$ cat src/rtl/jdf_pkg.sv
// ----------------------------------------------------------------------------
// Jet density factor table package
// Shared word types, command codes, register indexes and controller states.
// ----------------------------------------------------------------------------
`default_nettype none

package jdf_pkg;

    localparam int NUM_SAMPLES_DEF  = 9;
    localparam int NUM_JETS_DEF     = 2048;
    localparam int NUM_DISABLED_DEF = 16;
    localparam int NUM_HEADS_DEF    = 8;

    localparam int FACTOR_W = 18;
    localparam int VALUE_W  = 16;
    localparam int NORM_W   = 17;

    typedef enum logic [1:0] {
        FN_LOAD_SAMPLE = 2'd0,
        FN_LOAD_SLOT   = 2'd1,
        FN_BUILD       = 2'd2,
        FN_READ        = 2'd3
    } t_func;

    localparam logic [1:0] ST_OK    = 2'd0;
    localparam logic [1:0] ST_CLAMP = 2'd1;
    localparam logic [1:0] ST_SKIP  = 2'd2;

    localparam logic [1:0] CFG_MIN    = 2'd0;
    localparam logic [1:0] CFG_MAX    = 2'd1;
    localparam logic [1:0] CFG_ENABLE = 2'd2;

    typedef struct packed {
        t_func               func;
        logic [2:0]          head;
        logic [10:0]         index;
        logic signed [15:0]  value;
    } t_in_word;

    typedef struct packed {
        logic [17:0] factor;
        logic [1:0]  status;
    } t_out_word;

    typedef enum logic [3:0] {
        S_CLEAR,
        S_IDLE,
        S_RD_WAIT,
        S_N_RD,
        S_N_PREP,
        S_N_DIV,
        S_JET,
        S_J_WAIT,
        S_F_LIST,
        S_F_CHK,
        S_F_H,
        S_F_L,
        S_F_Z,
        S_F_R,
        S_RESP
    } t_state;

endpackage

`default_nettype wire

$ cat src/rtl/jdf_interp.sv
// ----------------------------------------------------------------------------
// Jet factor interpolator
// Four-stage weighted blend of two normalized samples with rounded division.
// ----------------------------------------------------------------------------
`default_nettype none

module jdf_interp #(
    parameter  int NUM_JETS = jdf_pkg::NUM_JETS_DEF,
    localparam int JW       = $clog2(NUM_JETS)
) (
    input  wire logic          i_clk,
    input  wire logic          i_rst_n,
    input  wire logic          i_start,
    input  wire logic [16:0]   i_n_lo,
    input  wire logic [16:0]   i_n_hi,
    input  wire logic [JW-1:0] i_r,
    output logic               o_done,
    output logic [17:0]        o_q
);
    import jdf_pkg::*;

    localparam int RW = JW + 1;
    localparam int PW = NORM_W + RW;
    localparam int TW = PW + 1;
    localparam int S  = TW + RW;
    localparam int MW = S - JW + 1;
    localparam int XW = TW + MW;
    localparam int QW = FACTOR_W;
    localparam longint unsigned MREC = (64'd1 << S) / longint'(NUM_JETS);
    localparam logic [MW-1:0] MREC_W = MW'(MREC);

    logic [3:0]    r_v;
    logic [PW-1:0] r_p1;
    logic [TW-1:0] r_t;
    logic [QW-1:0] r_qe;
    logic [QW-1:0] r_q;
    logic [RW-1:0] w_lo;
    logic [PW-1:0] prod_lo;
    logic [PW-1:0] prod_hi;
    logic [XW-1:0] prod_m;
    logic [TW-1:0] chk;
    logic [TW-1:0] rem;

    assign w_lo    = RW'(NUM_JETS) - {1'b0, i_r};
    assign prod_lo = PW'(i_n_lo) * PW'(w_lo);
    assign prod_hi = PW'(i_n_hi) * PW'(i_r);
    assign prod_m  = XW'(r_t) * XW'(MREC_W);
    assign chk     = TW'(r_qe) * TW'(NUM_JETS);
    assign rem     = r_t - chk;

    always_ff @(posedge i_clk) begin
        if (!i_rst_n) begin
            r_v <= '0;
        end else begin
            r_v <= {r_v[2:0], i_start};
        end
    end

    always_ff @(posedge i_clk) begin
        r_p1 <= prod_lo;
        r_t  <= TW'(r_p1) + TW'(prod_hi) + TW'(NUM_JETS / 2);
        r_qe <= prod_m[S +: QW];
        r_q  <= (rem >= TW'(NUM_JETS)) ? r_qe + QW'(1) : r_qe;
    end

    assign o_done = r_v[3];
    assign o_q    = r_q;

endmodule

`default_nettype wire

$ cat config.mk
export PLATFORM = sky130hd
export DESIGN_NAME = jdf_interp
export DESIGN_NICKNAME = d
export VERILOG_FILES = /design/src/rtl/jdf_pkg.sv /design/src/rtl/jdf_interp.sv
export SDC_FILE = /design/constraint.sdc
export NUM_CORES = 1
export LEC_CHECK = 0
export BUFFER_PORTS_ARGS = -buffer_cell sky130_fd_sc_hd__buf_4
export CORE_ASPECT_RATIO = 0.75
export CORE_MARGIN = 5
export CORE_UTILIZATION = 60
export DETAILED_ROUTE_END_ITERATION = 10
export GPL_ROUTABILITY_DRIVEN = 0
export PLACE_DENSITY = 0.78
export SKIP_CTS_REPAIR_TIMING = 1
export SLEW_MARGIN = 20
export SYNTH_ARGS = -nofsm -noshare
export SYNTH_HDL_FRONTEND = slang
export SYNTH_SLANG_ARGS = --single-unit
$ cat constraint.sdc
create_clock -name i_clk -period 9.9 [get_ports i_clk]
set_clock_uncertainty 0.05 [all_clocks]
set_input_delay 1.485 -clock i_clk [delete_from_list [all_inputs] [get_ports i_clk]]
set_output_delay 1.485 -clock i_clk [all_outputs]
set_load 0.05 [all_outputs]
# Word level (Yosys, flattened, before mapping)
# Index checks and enable logic that the tools add are counted.
dict set report totals {
  register_bits 99
  wordCells 14
  output_inout_bits 19
  inputBits 48
}
dict set report op_classes {
  n_mux 1
  multipliers 2
  addsub 5
  order_cmp 1
}
# operator count
set op_table {}
lappend op_table {{$add 29x28->30} 1}
lappend op_table {{$add 30x11->30 const B} 1}
lappend op_table {{$ge 30x12->1 const B} 1}
lappend op_table {{$sub 30x29->30} 1}
lappend op_table {{$mul 17x12->29} 1}
lappend op_table {{$mul 17x11->28} 1}
lappend op_table {{$add 18x1->18 const B} 1}
lappend op_table {{$mux 18} 1}
lappend op_table {{$sub 12x11->12 const A} 1}

# Depth between registers and ports, before layout
# Gate-level depths: netlist of run 1.
dict set report logic_depth {
  depth_word 3
  ltp_mapped 29
  ltp_nobuf 26
}

# Least setup slack after synthesis of run 1
# Ideal clock, no wire load.
dict set report synth_path {
  path_type {in2reg}
  from {input port i_r[0]}
  to {register r_p1[27]}
  path_buffers 3
  setup_ns 0.124
  path_slack_ns 1.913
  path_stages 27
  t_arrival_ns 7.813
  t_required_ns 9.726
  path_cell_list {clkbuf_1 clkbuf_1 inv_1 ha_1 nand2_1 nor2_1 xnor2_1 clkbuf_1 nand2_1 fa_1 inv_1 fa_1 fa_1 fa_1 inv_1 fa_1 inv_1 ha_1 nand3_1 or3b_2 o21ai_0 o41ai_2 o21ai_0 o211ai_1 o211ai_1 a311oi_1 xnor2_1}
}
dict set report synth_between {
  elab_chain_len 2
}
# item line
set synth_rtl {}
lappend synth_rtl {{start, declared} jdf_interp.sv:16} ;# input wire logic [JW-1:0] i_r,
lappend synth_rtl {{$sub 12x11->12} jdf_interp.sv:44} ;# assign w_lo = RW'(NUM_JETS) - {1'b0, i_r};
lappend synth_rtl {{$mul 17x12->29} jdf_interp.sv:45} ;# assign prod_lo = PW'(i_n_lo) * PW'(w_lo);
lappend synth_rtl {{via prod_lo[27]} jdf_interp.sv:38} ;# logic [PW-1:0] prod_lo;
lappend synth_rtl {{end signal, assigned} jdf_interp.sv:60} ;# r_p1 <= prod_lo;
lappend synth_rtl {{end, declared} jdf_interp.sv:33} ;# logic [PW-1:0] r_p1;
# The timed path passes the listed nets, and every way through them passes these cells.
# A chain may end at the register's enable or synchronous reset.

# Worst setup path after layout of run 1
dict set report layout_path {
  from {input port i_r[2]}
  to {register r_p1[27]}
}
# The elaborated chain is that of the path after synthesis.

==> results of run 1 <==
-- final cells by class --
class | count | area, µm²
fillers | 2257 | 9510
repair buffers | 73 | 548
well taps | 351 | 439
inverters | 447 | 1680
clock buffers | 11 | 243
clock inverters | 5 | 40.0
multi-input cells | 1306 | 13000
flip-flops and latches | 88 | 1760
-- routing by layer --
layer  vias up  wire length (µm)  GRT usage
met5         -                 0          0
met4         0               672     0.0478
met3        55              2110     0.0421
met2       336             17100      0.418
met1      6399             16100      0.341
li1       5823                 -          -
-- kinds of logic (layout without fill, tap and decap cells) --
group                      Yosys count  after routing  share of synthesized area
and+or+nand+nor                    578            578                      0.166
adders and majority gates          482            482                      0.502
muxes                                4              4                    0.00255
AOI/OAI and AO/OA                  174            174                     0.0695
DFF                                 88             88                      0.105
xor gates and xnor gates            68             68                     0.0357
buffers and inverters              525            536                      0.119
-- critical path, stage by stage --
cell      delay, ns
buf_4          0.19
or4_1          0.56
o21ai_0        0.58
and2_1         0.55
nand2_1        0.16
fa_1           0.56
inv_1          0.06
fa_1           0.55
fa_1           0.45
fa_1           0.49
inv_1          0.05
fa_1           0.47
inv_1          0.04
ha_1           0.34
nand3_1        0.18
or3b_2         0.14
o21ai_0        0.13
o41ai_2        0.53
o21ai_0        0.28
o211ai_1       0.35
o211ai_1       0.20
a311oi_1       0.35
xnor2_1        0.15
-- per-stage QoR --
step           hold WS [ns]  cells  area (µm²)  utilization  setup WS (ns)
2_1_floorplan         0.281   1919       16700            -           1.91
3_3_place_gp          0.291   2265       17400        0.639           1.25
3_5_place_dp          0.299   2265       17400        0.639          0.972
4_1_cts               0.310   2281       17700        0.650           1.31
5_1_grt               0.316   2281       17700        0.650          0.798
6_report              0.304   2281       17700        0.650           1.27
-- state kept, by name, summed over array words and instances (netlist names) --
signal  cells
o_q        18
r_v         4
r_qe       18
r_p1       29
r_t        19
-- cell usage after synthesis, types with 7 or more instances --
cell / count
xnor2_1: 56
nor2b_1: 11
ha_1: 168
nand2_1: 293
o21a_1: 12
a21oi_1: 50
fa_1: 314
o21bai_1: 11
o21ai_0: 26
nand3_1: 19
or3_1: 8
and3_1: 15
dfxtp_1: 88
and2_1: 125
o211ai_1: 7
inv_1: 446
nor3_1: 21
clkbuf_1: 71
nor4_1: 8
xor2_1: 12
nor2_1: 42
a21o_1: 12
a211oi_1: 11
-- path summary, 6_finish.rpt --
check | start | cells after the start | endpoint
setup / recovery | i_r[2] | 23 | r_p1[27]
hold / removal | r_t[27] | 0 | r_qe[16]
setup reg to reg | r_p1[11] | 19 | r_t[29]
hold reg to reg | r_t[27] | 0 | r_qe[16]
==> results.sh, run 1 <==
export IMPL_first_iter_violations=737
export IMPL_grt_setup_unrepaired="false"
export IMPL_ys_warn_count=0
export IMPL_path_class="primary input to flip-flop"
export IMPL_design_final_nets=2455
export IMPL_vias_in_the_first_global_route=13500
export IMPL_grt_overflow_total=0
export IMPL_clock_sinks=88
export IMPL_run_status="complete, no violations"
export IMPL_mappedNetlistArea_um2=16700
export IMPL_finalWorstPathRequiredPeriod_ns=8.63
export IMPL_critical_path_required_ns=10.14
export IMPL_grt_use_total=0.247
export IMPL_sum_of_net_half_perimeters_after_detailed_placement_mm=30.0
export IMPL_io_pins=67
export IMPL_rrSetupSlack_ns=4.34
export IMPL_synth_sequential_area_ratio=0.105
export IMPL_slew_headroom=0.316
export IMPL_h_tree_depth=3
export IMPL_global_route_wire_length_before_repair_mm=63.6
export IMPL_core_rowCount=52
export IMPL_max_slew_worst_pin_slew_ns=1.02
export IMPL_setup_viol_count_final=0
export IMPL_setup_worst_path_start_class="primary input"
export IMPL_initial_core_utilization=0.614
export IMPL_synth_edff_count=0
export IMPL_finalHoldViolations=0
export IMPL_max_cap_violations=0
export IMPL_vias=12600
export IMPL_synth_cell_types=63
export IMPL_synth_cells=1919
export IMPL_hp_class="flip-flop to flip-flop"
export IMPL_ant_nets=0
export IMPL_cts_buffer_depth=2
export IMPL_die_height_um=154
export IMPL_number_of_antenna_violations_at_the_first_check_in_global_routing=0
export IMPL_register_bit_count_reported_by_yosys=88
export IMPL_core_region_area_um2=27200
export IMPL_fmaxAchievable_ghz=0.116
export IMPL_root_buffer="clkbuf_16"
export IMPL_die_area_um2=31300
export IMPL_clock_insertion_delay_worst_skew_ns=0.37
export IMPL_post_synth_top_area_fraction=0.376
export IMPL_viasPerCell=5.53
export IMPL_postRouteWirelength_mm=36.0
export IMPL_detail_route_wl_per_cell_um=15.8
export IMPL_buffer_ports_inserted=66
export IMPL_fin_crit_sh=0.872
export IMPL_post_synth_cell_area_avg_um2=8.70
export IMPL_cp_max_fo=21
export IMPL_detail_route_first_pass_iterations=5
export IMPL_layout_common_cells="inv_1 (446), fa_1 (314), nand2_1 (293)"
export IMPL_fp_dieW_um=203
export IMPL_tritoncts_clock_tree="done"
export IMPL_cp_end_kind="flip-flop"
export IMPL_crit_arrival_ns=8.88
export IMPL_clk_pin_slew_ns=0.07
export IMPL_pin_count_of_the_biggest_net_entering_global_routing=38
export IMPL_yosys_most_used_dff="dfxtp_1"
export IMPL_layout_cells_most_common="inv_1"
export IMPL_final_layout_size_suffix_gt1_frac=0.0523
export IMPL_synth_area_top_cells="fa_1 (38%), ha_1 (13%), dfxtp_1 (11%)"
export IMPL_postSynthNetCount=2449
export IMPL_synth_largest_area_cell="fa_1"
export IMPL_drc=0
export IMPL_cts_made_buffers=9
export IMPL_area_growth_synth_to_final_pct=5.87
export IMPL_slew_violations=0
export IMPL_setup_total_negative_slack_ns=0
export IMPL_antennaDiodeCount=0
export IMPL_postSynth_asyncResetShare=0
Power of run 1 is left out: the tool's default activity adds up to more than one toggle a clock period on the data nets, which glitch-free logic cannot reach.
==> run 2: changes to the inputs <==
--- a/config.mk
+++ b/config.mk
@@ -8,10 +8,10 @@
 export BUFFER_PORTS_ARGS = -buffer_cell sky130_fd_sc_hd__buf_4
 export CORE_ASPECT_RATIO = 0.75
 export CORE_MARGIN = 5
-export CORE_UTILIZATION = 60
+export CORE_UTILIZATION = 59
 export DETAILED_ROUTE_END_ITERATION = 10
 export GPL_ROUTABILITY_DRIVEN = 0
-export PLACE_DENSITY = 0.78
+export PLACE_DENSITY = 0.77
 export SKIP_CTS_REPAIR_TIMING = 1
 export SLEW_MARGIN = 20
 export SYNTH_ARGS = -nofsm -noshare
==> results.sh, run 2 (synthesis results as in run 1) <==
export IMPL_run_status="complete, no violations"
export IMPL_critical_path_reg2reg_endpoint="r_t[29]"
export IMPL_clk_pin_slew_ns=0.06
export IMPL_h_tree_depth=3
export IMPL_first_iter_violations=784
export IMPL_r2r_start="r_p1[12]"
export IMPL_design_final_nets=2456
export IMPL_worstSetupEndpoint="r_p1[27]"
export IMPL_fp_dieW_um=204
export IMPL_slew_headroom=0.317
export IMPL_critical_path_required_ns=10.14
export IMPL_hp_class="flip-flop to flip-flop"
export IMPL_reg2reg_depth=19
export IMPL_max_cap_violations=0
export IMPL_core_rowCount=53
export IMPL_number_of_antenna_violations_at_the_first_check_in_global_routing=1
export IMPL_registers_with_the_most_flip_flops="r_p1 x29, r_t x19"
export IMPL_vias=12600
export IMPL_area_growth_synth_to_final_pct=6.38
export IMPL_cp_max_fo=21
export IMPL_pin_count_of_the_biggest_net_entering_global_routing=36
export IMPL_postRouteWirelength_mm=36.2
export IMPL_global_route_wire_length_before_repair_mm=64.0
export IMPL_largest_register_ffs=29
export IMPL_detail_route_wl_per_cell_um=15.6
export IMPL_max_slew_worst_pin_slew_ns=1.02
export IMPL_layout_cells_most_common="inv_1"
export IMPL_crit_arrival_ns=8.84
export IMPL_core_region_area_um2=28000
export IMPL_setup_total_negative_slack_ns=0
export IMPL_grt_setup_unrepaired="false"
export IMPL_final_layout_size_suffix_gt1_frac=0.0533
export IMPL_finalHoldViolations=0
export IMPL_initial_core_utilization=0.597
export IMPL_sum_of_net_half_perimeters_after_detailed_placement_mm=30.2
export IMPL_utilization=0.635
export IMPL_drc=0
export IMPL_viasPerCell=5.44
export IMPL_vias_in_the_first_global_route=13600
export IMPL_layout_filler_cells=2425
export IMPL_die_height_um=156
export IMPL_fmaxAchievable_ghz=0.116
export IMPL_layout_common_cells="inv_1 (446), fa_1 (314), nand2_1 (293)"
export IMPL_slew_violations=0
export IMPL_clock_insertion_delay_worst_skew_ns=0.37
export IMPL_grt_use_total=0.246
export IMPL_setup_worst_path_start="i_r[2]"
export IMPL_tritoncts_clock_tree="done"
export IMPL_rrSetupSlack_ns=4.42
export IMPL_cp_end_kind="flip-flop"
export IMPL_path_class="primary input to flip-flop"
export IMPL_ant_nets=0
export IMPL_buffer_ports_inserted=66
export IMPL_largest_register="r_p1"
export IMPL_detail_route_first_pass_iterations=5
export IMPL_cts_made_buffers=9
export IMPL_fin_crit_sh=0.869
export IMPL_root_buffer="clkbuf_16"
export IMPL_setup_worst_path_start_class="primary input"
export IMPL_setup_viol_count_final=0
export IMPL_grt_overflow_total=0
export IMPL_die_area_um2=31800
export IMPL_cts_buffer_depth=2
export IMPL_io_pins=67
export IMPL_finalWorstPathRequiredPeriod_ns=8.60
export IMPL_clock_sinks=88
run 2: cell types whose count changed in the layout (fill, tap and decap cells not counted):
cell | before | now
clkinvlp_4 | 3 | 2
bufinv_16 | 0 | 1
buf_4 | 73 | 74
diode_2 | 0 | 1
clkbuf_8 | 1 | 2
clkbuf_1 | 1 | 0
run 2: per-stage QoR:
stage | hold WS (ns) | area (µm²) | setup WS, ns | instances
2_1_floorplan | 0.281 | 16700 | 1.91 | 1919
3_3_place_gp | 0.291 | 17400 | 1.20 | 2300
3_5_place_dp | 0.292 | 17400 | 1.02 | 2300
4_1_cts | 0.305 | 17800 | 1.36 | 2316
5_1_grt | 0.309 | 17800 | 0.814 | 2317
6_report | 0.302 | 17800 | 1.30 | 2317
run 2: layout make-up:
type | count | area [µm²] | share of cell area
clock inverters | 5 | 62.6 | 0.00352
clock buffers | 11 | 253 | 0.0142
repair buffers | 74 | 556 | 0.0313
diodes | 1 | 2.50 | 0.000141
well taps | 385 | 482 | 0.0271
flip-flops and latches | 88 | 1760 | 0.0991
multi-input cells | 1306 | 13000 | 0.730
inverters | 447 | 1680 | 0.0944
run 2: how the worst min path moves through the flow:
stage / start / endpoint / depth (start not counted) / slack (ns)
4_1_cts: r_t[11] / r_qe[0] / 0 / 0.31
3_5_place_dp: r_t[11] / r_qe[0] / 0 / 0.29
6_report: r_t[11] / r_qe[0] / 0 / 0.30
2_1_floorplan: r_t[11] / r_qe[0] / 0 / 0.28
3_3_place_gp: r_t[11] / r_qe[0] / 0 / 0.29
5_1_grt: r_t[11] / r_qe[0] / 0 / 0.31
run 2: per-layer routing:
metal | wire, µm | up-vias | track usage
met4 | 758 | 0 | 0.0615
met2 | 17200 | 344 | 0.413
met3 | 2030 | 61 | 0.0374
met1 | 16300 | 6373 | 0.338
met5 | 0 | - | 0
li1 | - | 5815 | -
run 2: critical path, stage by stage:
cell	delay (ns)
buf_4	0.20
or4_1	0.56
o21ai_0	0.58
and2_1	0.50
nand2_1	0.15
fa_1	0.54
inv_1	0.05
fa_1	0.58
fa_1	0.44
fa_1	0.49
inv_1	0.05
fa_1	0.47
inv_1	0.04
ha_1	0.33
nand3_1	0.18
or3b_2	0.14
o21ai_0	0.13
o41ai_2	0.56
o21ai_0	0.31
o211ai_1	0.37
o211ai_1	0.19
a311oi_1	0.34
xnor2_1	0.15
Power of run 2 is left out for the same reason.
