`src/rtl/jdf_pkg.sv`:
```
// ----------------------------------------------------------------------------
// Jet density factor table package
// Shared word types, command codes, register indexes and controller states.
// ----------------------------------------------------------------------------
`default_nettype none

package jdf_pkg;

    localparam int NUM_SAMPLES_DEF  = 9;
    localparam int NUM_JETS_DEF     = 2048;
    localparam int NUM_DISABLED_DEF = 16;
    localparam int NUM_HEADS_DEF    = 8;

    localparam int FACTOR_W = 18;
    localparam int VALUE_W  = 16;
    localparam int NORM_W   = 17;

    typedef enum logic [1:0] {
        FN_LOAD_SAMPLE = 2'd0,
        FN_LOAD_SLOT   = 2'd1,
        FN_BUILD       = 2'd2,
        FN_READ        = 2'd3
    } t_func;

    localparam logic [1:0] ST_OK    = 2'd0;
    localparam logic [1:0] ST_CLAMP = 2'd1;
    localparam logic [1:0] ST_SKIP  = 2'd2;

    localparam logic [1:0] CFG_MIN    = 2'd0;
    localparam logic [1:0] CFG_MAX    = 2'd1;
    localparam logic [1:0] CFG_ENABLE = 2'd2;

    typedef struct packed {
        t_func               func;
        logic [2:0]          head;
        logic [10:0]         index;
        logic signed [15:0]  value;
    } t_in_word;

    typedef struct packed {
        logic [17:0] factor;
        logic [1:0]  status;
    } t_out_word;

    typedef enum logic [3:0] {
        S_CLEAR,
        S_IDLE,
        S_RD_WAIT,
        S_N_RD,
        S_N_PREP,
        S_N_DIV,
        S_JET,
        S_J_WAIT,
        S_F_LIST,
        S_F_CHK,
        S_F_H,
        S_F_L,
        S_F_Z,
        S_F_R,
        S_RESP
    } t_state;

endpackage

`default_nettype wire

```
`src/rtl/jdf_norm_div.sv`:
```
// ----------------------------------------------------------------------------
// Sample normalizing divider
// Restoring divider, one quotient bit per cycle, rounding half up into Q1.16.
// ----------------------------------------------------------------------------
`default_nettype none

module jdf_norm_div (
    input  wire logic        i_clk,
    input  wire logic        i_rst_n,
    input  wire logic        i_start,
    input  wire logic [15:0] i_diff,
    input  wire logic [15:0] i_range,
    output logic             o_done,
    output logic [16:0]      o_quot
);
    import jdf_pkg::*;

    logic        r_busy;
    logic        r_done;
    logic [4:0]  r_cnt;
    logic [15:0] r_rem;
    logic [15:0] r_rng;
    logic [16:0] r_low;
    logic [16:0] r_q;
    logic [32:0] dvd;
    logic [16:0] trial;
    logic        ge;
    logic [16:0] nrem;

    assign dvd   = {1'b0, i_diff, 16'b0} + 33'(i_range >> 1);
    assign trial = {r_rem, r_low[16]};
    assign ge    = trial >= {1'b0, r_rng};
    assign nrem  = ge ? trial - {1'b0, r_rng} : trial;

    always_ff @(posedge i_clk) begin
        if (!i_rst_n) begin
            r_busy <= 1'b0;
            r_done <= 1'b0;
            r_cnt  <= '0;
        end else begin
            r_done <= !i_start && r_busy && (r_cnt == 5'(NORM_W - 1));
            if (i_start) begin
                r_busy <= 1'b1;
                r_cnt  <= '0;
            end else if (r_busy) begin
                r_cnt <= r_cnt + 5'd1;
                if (r_cnt == 5'(NORM_W - 1)) begin
                    r_busy <= 1'b0;
                end
            end
        end
    end

    always_ff @(posedge i_clk) begin
        if (i_start) begin
            r_rem <= dvd[32:17];
            r_low <= dvd[16:0];
            r_rng <= i_range;
        end else if (r_busy) begin
            r_rem <= nrem[15:0];
            r_low <= {r_low[15:0], 1'b0};
            r_q   <= {r_q[15:0], ge};
        end
    end

    assign o_done = r_done;
    assign o_quot = r_q;

endmodule

`default_nettype wire

```
`config.mk`:
```
export PLATFORM = sky130hd
export DESIGN_NAME = jdf_norm_div
export DESIGN_NICKNAME = d
export VERILOG_FILES = /design/src/rtl/jdf_pkg.sv /design/src/rtl/jdf_norm_div.sv
export SDC_FILE = /design/constraint.sdc
export NUM_CORES = 1
export LEC_CHECK = 0
export ABC_AREA = 1
export BUFFER_PORTS_ARGS = -buffer_cell sky130_fd_sc_hd__buf_2
export CORE_MARGIN = 2
export CORE_UTILIZATION = 65
export CTS_BUF_LIST = sky130_fd_sc_hd__clkbuf_4
export DETAILED_ROUTE_END_ITERATION = 10
export PLACE_DENSITY = 0.87
export SLEW_MARGIN = 20
export SYNTH_ARGS = -nofsm -noshare
export SYNTH_HDL_FRONTEND = slang
export SYNTH_SLANG_ARGS = --single-unit
```
`constraint.sdc`:
```
create_clock -name i_clk -period 5.3 [get_ports i_clk]
set_input_delay 1.06 -clock i_clk [delete_from_list [all_inputs] [get_ports i_clk]]
set_output_delay 1.06 -clock i_clk [all_outputs]
set_load 0.02 [all_outputs]
```
After elaboration in Yosys (flattened, before gate mapping)
Cells that the tools add are included.
{ "totals": {"latchBits": 0, "regBits": 73, "in_bits": 35, "mem_count": 0, "mem_bits_rw": 0, "elab_cells": 28, "romBits": 0} }
{ "op_classes": {"mul": 0, "bitwise_logic": 2, "n_shift": 0, "addsub": 3, "reduce_logical": 6, "order_cmp": 1, "eq_ne": 1, "muxes": 8, "div_mod_pow": 0} }
{ "ops": {"columns": ["cell", "count"], "rows": [
  ["2-to-1 mux 16 bit", 3],
  ["2-to-1 mux 17 bit", 2],
  ["adder 32 x 15 -> 33 bit", 1],
  ["greater-or-equal comparator 17 x 16 -> 1 bit", 1],
  ["subtractor 16 bit", 1],
  ["adder 5 x 1 -> 5 bit (second input constant)", 1],
  ["== test 5 bit (second input constant)", 1],
  ["2-to-1 mux 1 bit", 3],
  ["logical AND 1 bit", 2],
  ["NOT 1 bit", 2],
  ["AND reduction 2 bit", 1],
  ["nonzero test 2 bit", 1],
  ["OR reduction 2 bit", 1],
  ["zero test 1 bit", 1]
]} }

Longest topological paths before layout
Gate-level depths: netlist of run 1.
{ "logic_depth": {"depth_word": 4, "depth_mapped": 15, "mapped_depth_nobuf": 14} }

Worst setup path after synthesis of run 1
OpenSTA, ideal clock, no wires.
{ "synth_timing": {"path_type": "input -> register", "start": "input i_start", "end": "register r_low[0] (enable)", "setup_slack_ps": 2767, "arrival_time_ps": 2141, "cell_stages": 3, "setup_time_ps": 391, "required_time_ps": 4909, "cell_sequence": "clkbuf_1 > inv_1 > nand2_1"} }
{ "synth_between": {"elab_chain_len": 1} }
{ "synth_lines": {"columns": ["element", "line_no", "rtl"], "rows": [
  ["start, declared", "jdf_norm_div.sv:10", "input wire logic i_start,"],
  ["nonzero test 2 bit (no line)", null, null],
  ["end signal, assigned", "jdf_norm_div.sv:57", "r_low <= dvd[16:0];"],
  ["end signal, assigned", "jdf_norm_div.sv:61", "r_low <= {r_low[15:0], 1'b0};"],
  ["end, declared", "jdf_norm_div.sv:23", "logic [16:0] r_low;"]
]} }
No other way between the ends.
A chain may end at the register's enable or synchronous reset.

Final worst setup path of run 1
{ "layout_timing": {"start": "input i_start", "end": "register r_rem[9] (enable)"} }
{ "layout_between": {"elab_chain_len": 1} }
{ "layout_lines": {"columns": ["element", "line_no", "rtl"], "rows": [
  ["nonzero test 2 bit (no line)", null, null],
  ["end signal, assigned", "jdf_norm_div.sv:56", "r_rem <= dvd[32:17];"],
  ["end signal, assigned", "jdf_norm_div.sv:60", "r_rem <= nrem[15:0];"],
  ["end, declared", "jdf_norm_div.sv:21", "logic [15:0] r_rem;"]
]} }
No other way between the ends.

==> flow_summary.json, run 1 <==
{
  "status": "completed",
  "yosysMostFrequentCell": "sky130_fd_sc_hd__nand2_1",
  "final_core_utilization_pct": 76.2,
  "post-route-cell-area_um2": 4560,
  "clock_power_share_pct": 22.7,
  "cts-hold-fix-buffers": 0,
  "antenna_violations_before_repair": 0,
  "slack_of_the_worst_reg_to_reg_path_ns": 2.78,
  "rsz0062_at_grt": "no",
  "final_antenna_net_count": 0,
  "fin_skew_ns": 0.0113,
  "ys_seq_area_share_pct": 51.8,
  "synth_mux_area_share_pct": 0,
  "drt_first_iter_violations": 269,
  "synth_area_um2": 4100,
  "post_cts.repair.setup_buffers": 0,
  "cell_count_after_placement": 586,
  "data_arrival_time_at_the_worst_slack_endpoint_ns": 2.99,
  "p_sw_uw": 602,
  "grt_start_max_net_pins": 52,
  "cts_made_buffers": 9,
  "gp_congestion": 0.904,
  "synth_cell_type_count": 35,
  "worst_hold_path.num_cells": 0,
  "critPathMaxFanout": 51,
  "drv_cap": 0,
  "die_height_um": 83.4,
  "drt_first_pass_iters": 5,
  "final_period_minus_worst_setup_slack_ns": 2.91,
  "yosys_register_bits": 73,
  "critical_path.cell_chain": "buf_2, buf_4, inv_1, nand2_1, buf_4",
  "chipWidth_um": 83.4,
  "p_comb_share_pct": 34.8,
  "design.core.area_um2": 5990,
  "fin_cells": 602,
  "cts_tree": "yes",
  "fraction_of_layout_instances_using_a_drive_strength_above_1_pct": 18.0,
  "rows": 28,
  "final.setup.tns_ns": 0,
  "yosys.area_share.simple_pct": 30.1,
  "cts.sinks": 73,
  "hold_start": "o_quot[3]$_DFFE_PP_",
  "rr_endpoint": "r_rem[15]$_SDFFCE_PP0P_",
  "synthToLayoutAreaGrowth_pct": 11.4,
  "min_period_over_period_pct": 55.0,
  "post_synth_inst_count": 467,
  "power.ir.vdd_worst_mv": 0.344,
  "clock_path_buffers": 2,
  "placed_cell_area_um2": 4400,
  "synth.top_cells.by_area": "sky130_fd_sc_hd__edfxtp_1 48%, sky130_fd_sc_hd__nand2_1 15%, sky130_fd_sc_hd__inv_1 6.2%, sky130_fd_sc_hd__ha_1 5.5%, sky130_fd_sc_hd__nand3_1 4.5%",
  "worst_slew_margin_rel_pct": 33.5,
  "worstRegToRegCells": 9,
  "drc": 0,
  "first_global_vias": 3130,
  "yosysWarnings": 0,
  "power.leakage_nw": 2.22,
  "synth_top_family_by_area": "simple AND/OR/NAND/NOR gates",
  "ioPinCount": 53,
  "report.final.slew_viol_count": 0,
  "beginning_of_the_worst_register_to_register_path": "r_rem[11]$_DFFE_PP_",
  "h_tree_depth": 3,
  "power.density_nw_per_um2": 376,
  "clkTransAtPathRegs_ns": 0.12,
  "num-nets-final": 576,
  "cell_internal_pwr_mw": 1.12,
  "viasPerCell": 5.39,
  "num_antenna_cells": 0,
  "vias": 3243,
  "synth_top_area_share_pct": 48.4,
  "setup-violations-final": 0,
  "yosys_most_used_dff": "sky130_fd_sc_hd__edfxtp_1",
  "synthArstFlopShare_pct": 0,
  "timing.critical_path.slowest_cell_delay_ns": 0.60,
  "timing.hold.ws_ns": 0.458,
  "grt_pass1_wl_mm": 14.3,
  "critPathRequiredTime_ns": 5.37,
  "synth_area_leader_cell": "sky130_fd_sc_hd__edfxtp_1",
  "final_hold_viol_count": 0,
  "synth_enable_flop_cells": 66,
  "cts.root.buffer_cell": "sky130_fd_sc_hd__clkbuf_4",
  "clk-insertion-delay-late_ns": 0.41,
  "worst-slew-pin-transition_ns": 0.996,
  "fp.dieArea_um2": 6960,
  "globalRouteOverflowTotal": 0,
  "most_common_cell_type_on_the_critical_path": "sky130_fd_sc_hd__buf_4",
  "postLayoutSetupSlackWorst_ns": 2.39,
  "switching_share_of_power_pct": 35.0,
  "yosys-top-cells-count": "162 x sky130_fd_sc_hd__nand2_1, 68 x sky130_fd_sc_hd__inv_1, 66 x sky130_fd_sc_hd__edfxtp_1",
  "post-place-ws_ns": 1.97,
  "worst_setup_path_end_kind": "flop",
  "synth_compound_gate_area_share_pct": 2.59,
  "hold_worst_path_end": "o_quot[4]$_DFFE_PP_",
  "place.port_buffers": 52,
  "grtUsageTotal_pct": 26.3,
  "max_clock_freq_mhz": 343,
  "crit_path_top_delay_cell": "sky130_fd_sc_hd__inv_1",
  "finalWirelength_mm": 8.62,
  "setup.worst_path.class": "primary input to flop",
  "syn_nets": 521,
  "cts.repair.resized": 0,
  "initial_core_util_pct": 68.4,
  "syn_avg_cell_area_um2": 8.78,
  "design_power_total_mw": 1.72,
  "timing.hold.worst.class": "flop to flop",
  "synth_fa_ha_area_share_pct": 5.98,
  "synth_xor_xnor_area_share_pct": 1.50,
  "power_frac_seq_pct": 42.5,
  "wl_per_cell_um": 14.3,
  "worst_setup_path_start_kind": "primary input",
  "post-dp-hpwl_mm": 6.28
}
==> layout by cell type, fill, tap and decap left out, types with 2 or more instances in the layout <==
cell type / instances
sky130_fd_sc_hd__nor2_4: 2
sky130_fd_sc_hd__dfxtp_1: 7
sky130_fd_sc_hd__nor3_1: 5
sky130_fd_sc_hd__nand2_4: 2
sky130_fd_sc_hd__bufinv_16: 2
sky130_fd_sc_hd__nand3b_1: 13
sky130_fd_sc_hd__buf_2: 52
sky130_fd_sc_hd__edfxtp_1: 66
sky130_fd_sc_hd__o21ai_0: 2
sky130_fd_sc_hd__nand3_2: 2
sky130_fd_sc_hd__nor2_1: 19
sky130_fd_sc_hd__inv_1: 68
sky130_fd_sc_hd__nand2_2: 13
sky130_fd_sc_hd__a21oi_1: 12
sky130_fd_sc_hd__nor2_2: 4
sky130_fd_sc_hd__nand2_1: 162
sky130_fd_sc_hd__xnor2_1: 7
sky130_fd_sc_hd__nand4_1: 5
sky130_fd_sc_hd__buf_4: 3
sky130_fd_sc_hd__clkbuf_4: 11
sky130_fd_sc_hd__nand3_1: 37
sky130_fd_sc_hd__ha_1: 18
==> critical path: cells and delay by family <==
| family | cells | cell delay (ns) |
|---|---|---|
| simple gates | 1 | 0.38 |
| buf+inv | 4 | 1.51 |
==> final cells by class <==
type                            count  area [um2]
Clock buffer                       11        82.6
Clock inverter                      5        78.8
Fill cell                         397        1430
Inverter                           69         259
Multi-Input combinational cell    314        1650
Sequential cell                    73        2120
Tap cell                           75        93.8
Timing Repair Buffer               55         283
==> sequential cells by signal, summed over array words and instances, names as in the netlist <==
register / cells
o_done: 1
o_quot: 17
r_busy: 1
r_cnt: 5
r_low: 17
r_rem: 16
r_rng: 16
==> how the worst max path moves through the flow <==
stage	startpoint	to	slack [ns]	depth (start not counted)
3_5_place_dp	i_start	r_rem[1]$_DFFE_PP_	1.97	5
5_1_grt	i_start	r_low[3]$_DFFE_PP_	2.20	5
3_3_place_gp	i_start	r_low[0]$_SDFFCE_PN0P_	2.08	5
2_1_floorplan	i_start	r_low[0]$_SDFFCE_PN0P_	2.77	3
6_report	i_start	r_rem[9]$_DFFE_PP_	2.39	5
4_1_cts	i_start	r_low[7]$_DFFE_PP_	2.43	5
==> kinds of logic after synthesis <==
group,Yosys count
simple gates,269
fa+ha+maj,19
buf+inv,80
xor+xnor,7
flops,73
compound gates,19
==> routing by layer <==
metal	share of wire, %	GRT usage, %
met1	45	34.8
met2	48	43.0
met3	5.1	6.06
met4	2.0	9.09
met5	0	0
==> power groups by stage <==
stage          registers [mW]  logic [mW]  clock network [mW]
2_1_floorplan           0.740       0.465                   0
3_3_place_gp            0.738       0.559                   0
3_5_place_dp            0.742       0.579                   0
4_1_cts                 0.729       0.588               0.393
5_1_grt                 0.736       0.668               0.420
6_report                0.729       0.598               0.390
No activity file was read; power rests on OpenSTA's default activity.
==> inputs of run 2 (changes only) <==
Settings changed: CORE_UTILIZATION 65 to 54, PLACE_DENSITY 0.87 to 0.77.
Clock period 5.3 ns to 2.5 ns, I/O delays scaled along.
==> flow_summary.json, run 2 (synthesis gave the netlist of run 1 again) <==
{
  "cell_internal_pwr_mw": 2.26,
  "globalRouteOverflowTotal": 0,
  "worst-slew-pin-transition_ns": 0.448,
  "timing.hold.worst.class": "primary input to flop",
  "switching_share_of_power_pct": 35.9,
  "num-nets-final": 580,
  "post-dp-hpwl_mm": 6.43,
  "globalRouteMet1Util_pct": 29.4,
  "ioPinCount": 53,
  "fraction_of_layout_instances_using_a_drive_strength_above_1_pct": 18.8,
  "chipWidth_um": 91.1,
  "final.setup.tns_ns": 0,
  "setup.worst_path.class": "flop to flop",
  "status": "completed",
  "gp_congestion": 0.947,
  "rsz0062_at_grt": "no",
  "die_height_um": 91.1,
  "timing.hold.ws_ns": 0.258,
  "post-place-ws_ns": 0.223,
  "cts.root.buffer_cell": "sky130_fd_sc_hd__clkbuf_4",
  "critical_path.cell_chain": "ha_1, nand2_1, nor2_2, nand3_1, nand3_2, nand2_4, nand2_4, nand3_1, nand2_1, nand2_1",
  "cts_made_buffers": 9,
  "use_met3_pct": 4.73,
  "layout.cells.most_common_list": "162 x sky130_fd_sc_hd__nand2_1, 68 x sky130_fd_sc_hd__inv_1, 66 x sky130_fd_sc_hd__edfxtp_1, 52 x sky130_fd_sc_hd__buf_2, 37 x sky130_fd_sc_hd__nand3_1",
  "finalWirelength_mm": 8.31,
  "most_common_cell_type_on_the_critical_path": "sky130_fd_sc_hd__nand2_1",
  "cts_tree": "yes",
  "cell_count_after_placement": 614,
  "place.port_buffers": 52,
  "drv_cap": 0,
  "final_period_minus_worst_setup_slack_ns": 2.26,
  "power.density_nw_per_um2": 766,
  "setup-violations-final": 0,
  "power_frac_seq_pct": 43.9,
  "min_period_over_period_pct": 90.4,
  "timing.critical_path.slowest_cell_delay_ns": 0.42,
  "postLayoutSetupSlackWorst_ns": 0.239,
  "num_antenna_cells": 0,
  "first_global_vias": 3176,
  "data_arrival_time_at_the_worst_slack_endpoint_ns": 2.44,
  "grt_use_met2_pct": 36.2,
  "viasPerCell": 5.05,
  "final_core_utilization_pct": 63.1,
  "wl_per_cell_um": 13.2,
  "design.core.area_um2": 7290,
  "report.final.slew_viol_count": 0,
  "number_of_buffers_and_inverters_on_the_critical_path": 0,
  "final_antenna_net_count": 0,
  "post_cts.repair.setup_buffers": 0,
  "leading_cell_type_in_the_layout_fill_and_taps_excluded": "sky130_fd_sc_hd__nand2_1",
  "max_clock_freq_mhz": 442,
  "final_hold_viol_count": 0,
  "p_sw_mw": 1.26,
  "antenna_violations_before_repair": 0,
  "worst_setup_path_start_kind": "flop",
  "h_tree_depth": 3,
  "cp_top_family": "simple AND/OR/NAND/NOR gates",
  "fp.dieArea_um2": 8300,
  "busiest_layer": "met2",
  "worst_slew_margin_rel_pct": 70.1,
  "post-route-cell-area_um2": 4600,
  "clkTransAtPathRegs_ns": 0.11,
  "clock_power_share_pct": 20.2,
  "drc": 0,
  "p_comb_share_pct": 35.9,
  "power.ir.vdd_worst_mv": 0.504,
  "crit_path_top_delay_cell": "sky130_fd_sc_hd__edfxtp_1",
  "synthToLayoutAreaGrowth_pct": 12.2,
  "grt_pass1_wl_mm": 14.6,
  "drt_first_iter_violations": 187,
  "grt_start_max_net_pins": 33,
  "design_power_total_mw": 3.52,
  "initial_core_util_pct": 56.2,
  "grtUsageTotal_pct": 22.1,
  "clk-insertion-delay-late_ns": 0.43,
  "worst_setup_path_end_kind": "flop",
  "power.leakage_nw": 2.22,
  "fin_cells": 630,
  "placed_cell_area_um2": 4460,
  "rows": 31,
  "vias": 3181,
  "critPathMaxFanout": 18,
  "cts.sinks": 73,
  "critPathRequiredTime_ns": 2.68,
  "fin_skew_ns": 0.0239,
  "clock_path_buffers": 2,
  "drt_first_pass_iters": 4
}
run 2: changes by cell type in the layout (fill, tap and decap cells not counted):
cell | before | now
sky130_fd_sc_hd__buf_4 | 3 | 7
sky130_fd_sc_hd__clkinv_2 | 0 | 2
sky130_fd_sc_hd__bufinv_16 | 2 | 1
sky130_fd_sc_hd__clkbuf_4 | 11 | 10
sky130_fd_sc_hd__fa_1 | 1 | 0
sky130_fd_sc_hd__fa_2 | 0 | 1
run 2: area by class of cell:
| type | instances | area (um2) |
|---|---|---|
| Clock buffer | 10 | 75.1 |
| Clock inverter | 6 | 58.8 |
| Fill cell | 664 | 2690 |
| Inverter | 69 | 259 |
| Multi-Input combinational cell | 314 | 1650 |
| Sequential cell | 73 | 2120 |
| Tap cell | 99 | 124 |
| Timing Repair Buffer | 59 | 313 |
run 2: timing repair:
item / CTS / global route
gates resized for setup: 0 / 1
setup endpoints to repair: 0 / 1
hold buffers: 0 / 0
run 2: metal layers:
metal | vias up | part of all wire, %
met5 | - | 0
met2 | 82 | 47
met3 | 13 | 5.3
met1 | 1452 | 46
met4 | 0 | 1.7
li1 | 1634 | -
run 2: path summary, 6_finish.rpt:
check	startpoint	endpoint	slack, ns	cells after the start
max	r_rem[4]$_DFFE_PP_	r_rem[14]$_DFFE_PP_	0.24	10
min	i_range[0]	r_rng[0]$_DFFE_PP_	0.26	1
max reg2reg	r_rem[4]$_DFFE_PP_	r_rem[14]$_DFFE_PP_	0.24	10
min reg2reg	o_quot[11]$_DFFE_PP_	o_quot[12]$_DFFE_PP_	0.44	0
run 2: power groups by stage:
stage | clock network, mW | registers (mW) | logic (mW)
floorplan | 0 | 1.57 | 0.986
global placement | 0 | 1.57 | 1.22
detailed placement | 0 | 1.57 | 1.25
CTS | 0.739 | 1.54 | 1.26
global route | 0.780 | 1.56 | 1.44
finish | 0.712 | 1.54 | 1.27
run 2: worst reg2reg max path, cell delays in order (launching register included):
cell                       delay [ns]
sky130_fd_sc_hd__edfxtp_1        0.42
sky130_fd_sc_hd__ha_1            0.38
sky130_fd_sc_hd__nand2_1         0.17
sky130_fd_sc_hd__nor2_2          0.15
sky130_fd_sc_hd__nand3_1         0.13
sky130_fd_sc_hd__nand3_2         0.13
sky130_fd_sc_hd__nand2_4         0.14
sky130_fd_sc_hd__nand2_4         0.27
sky130_fd_sc_hd__nand3_1         0.13
sky130_fd_sc_hd__nand2_1         0.08
sky130_fd_sc_hd__nand2_1         0.05
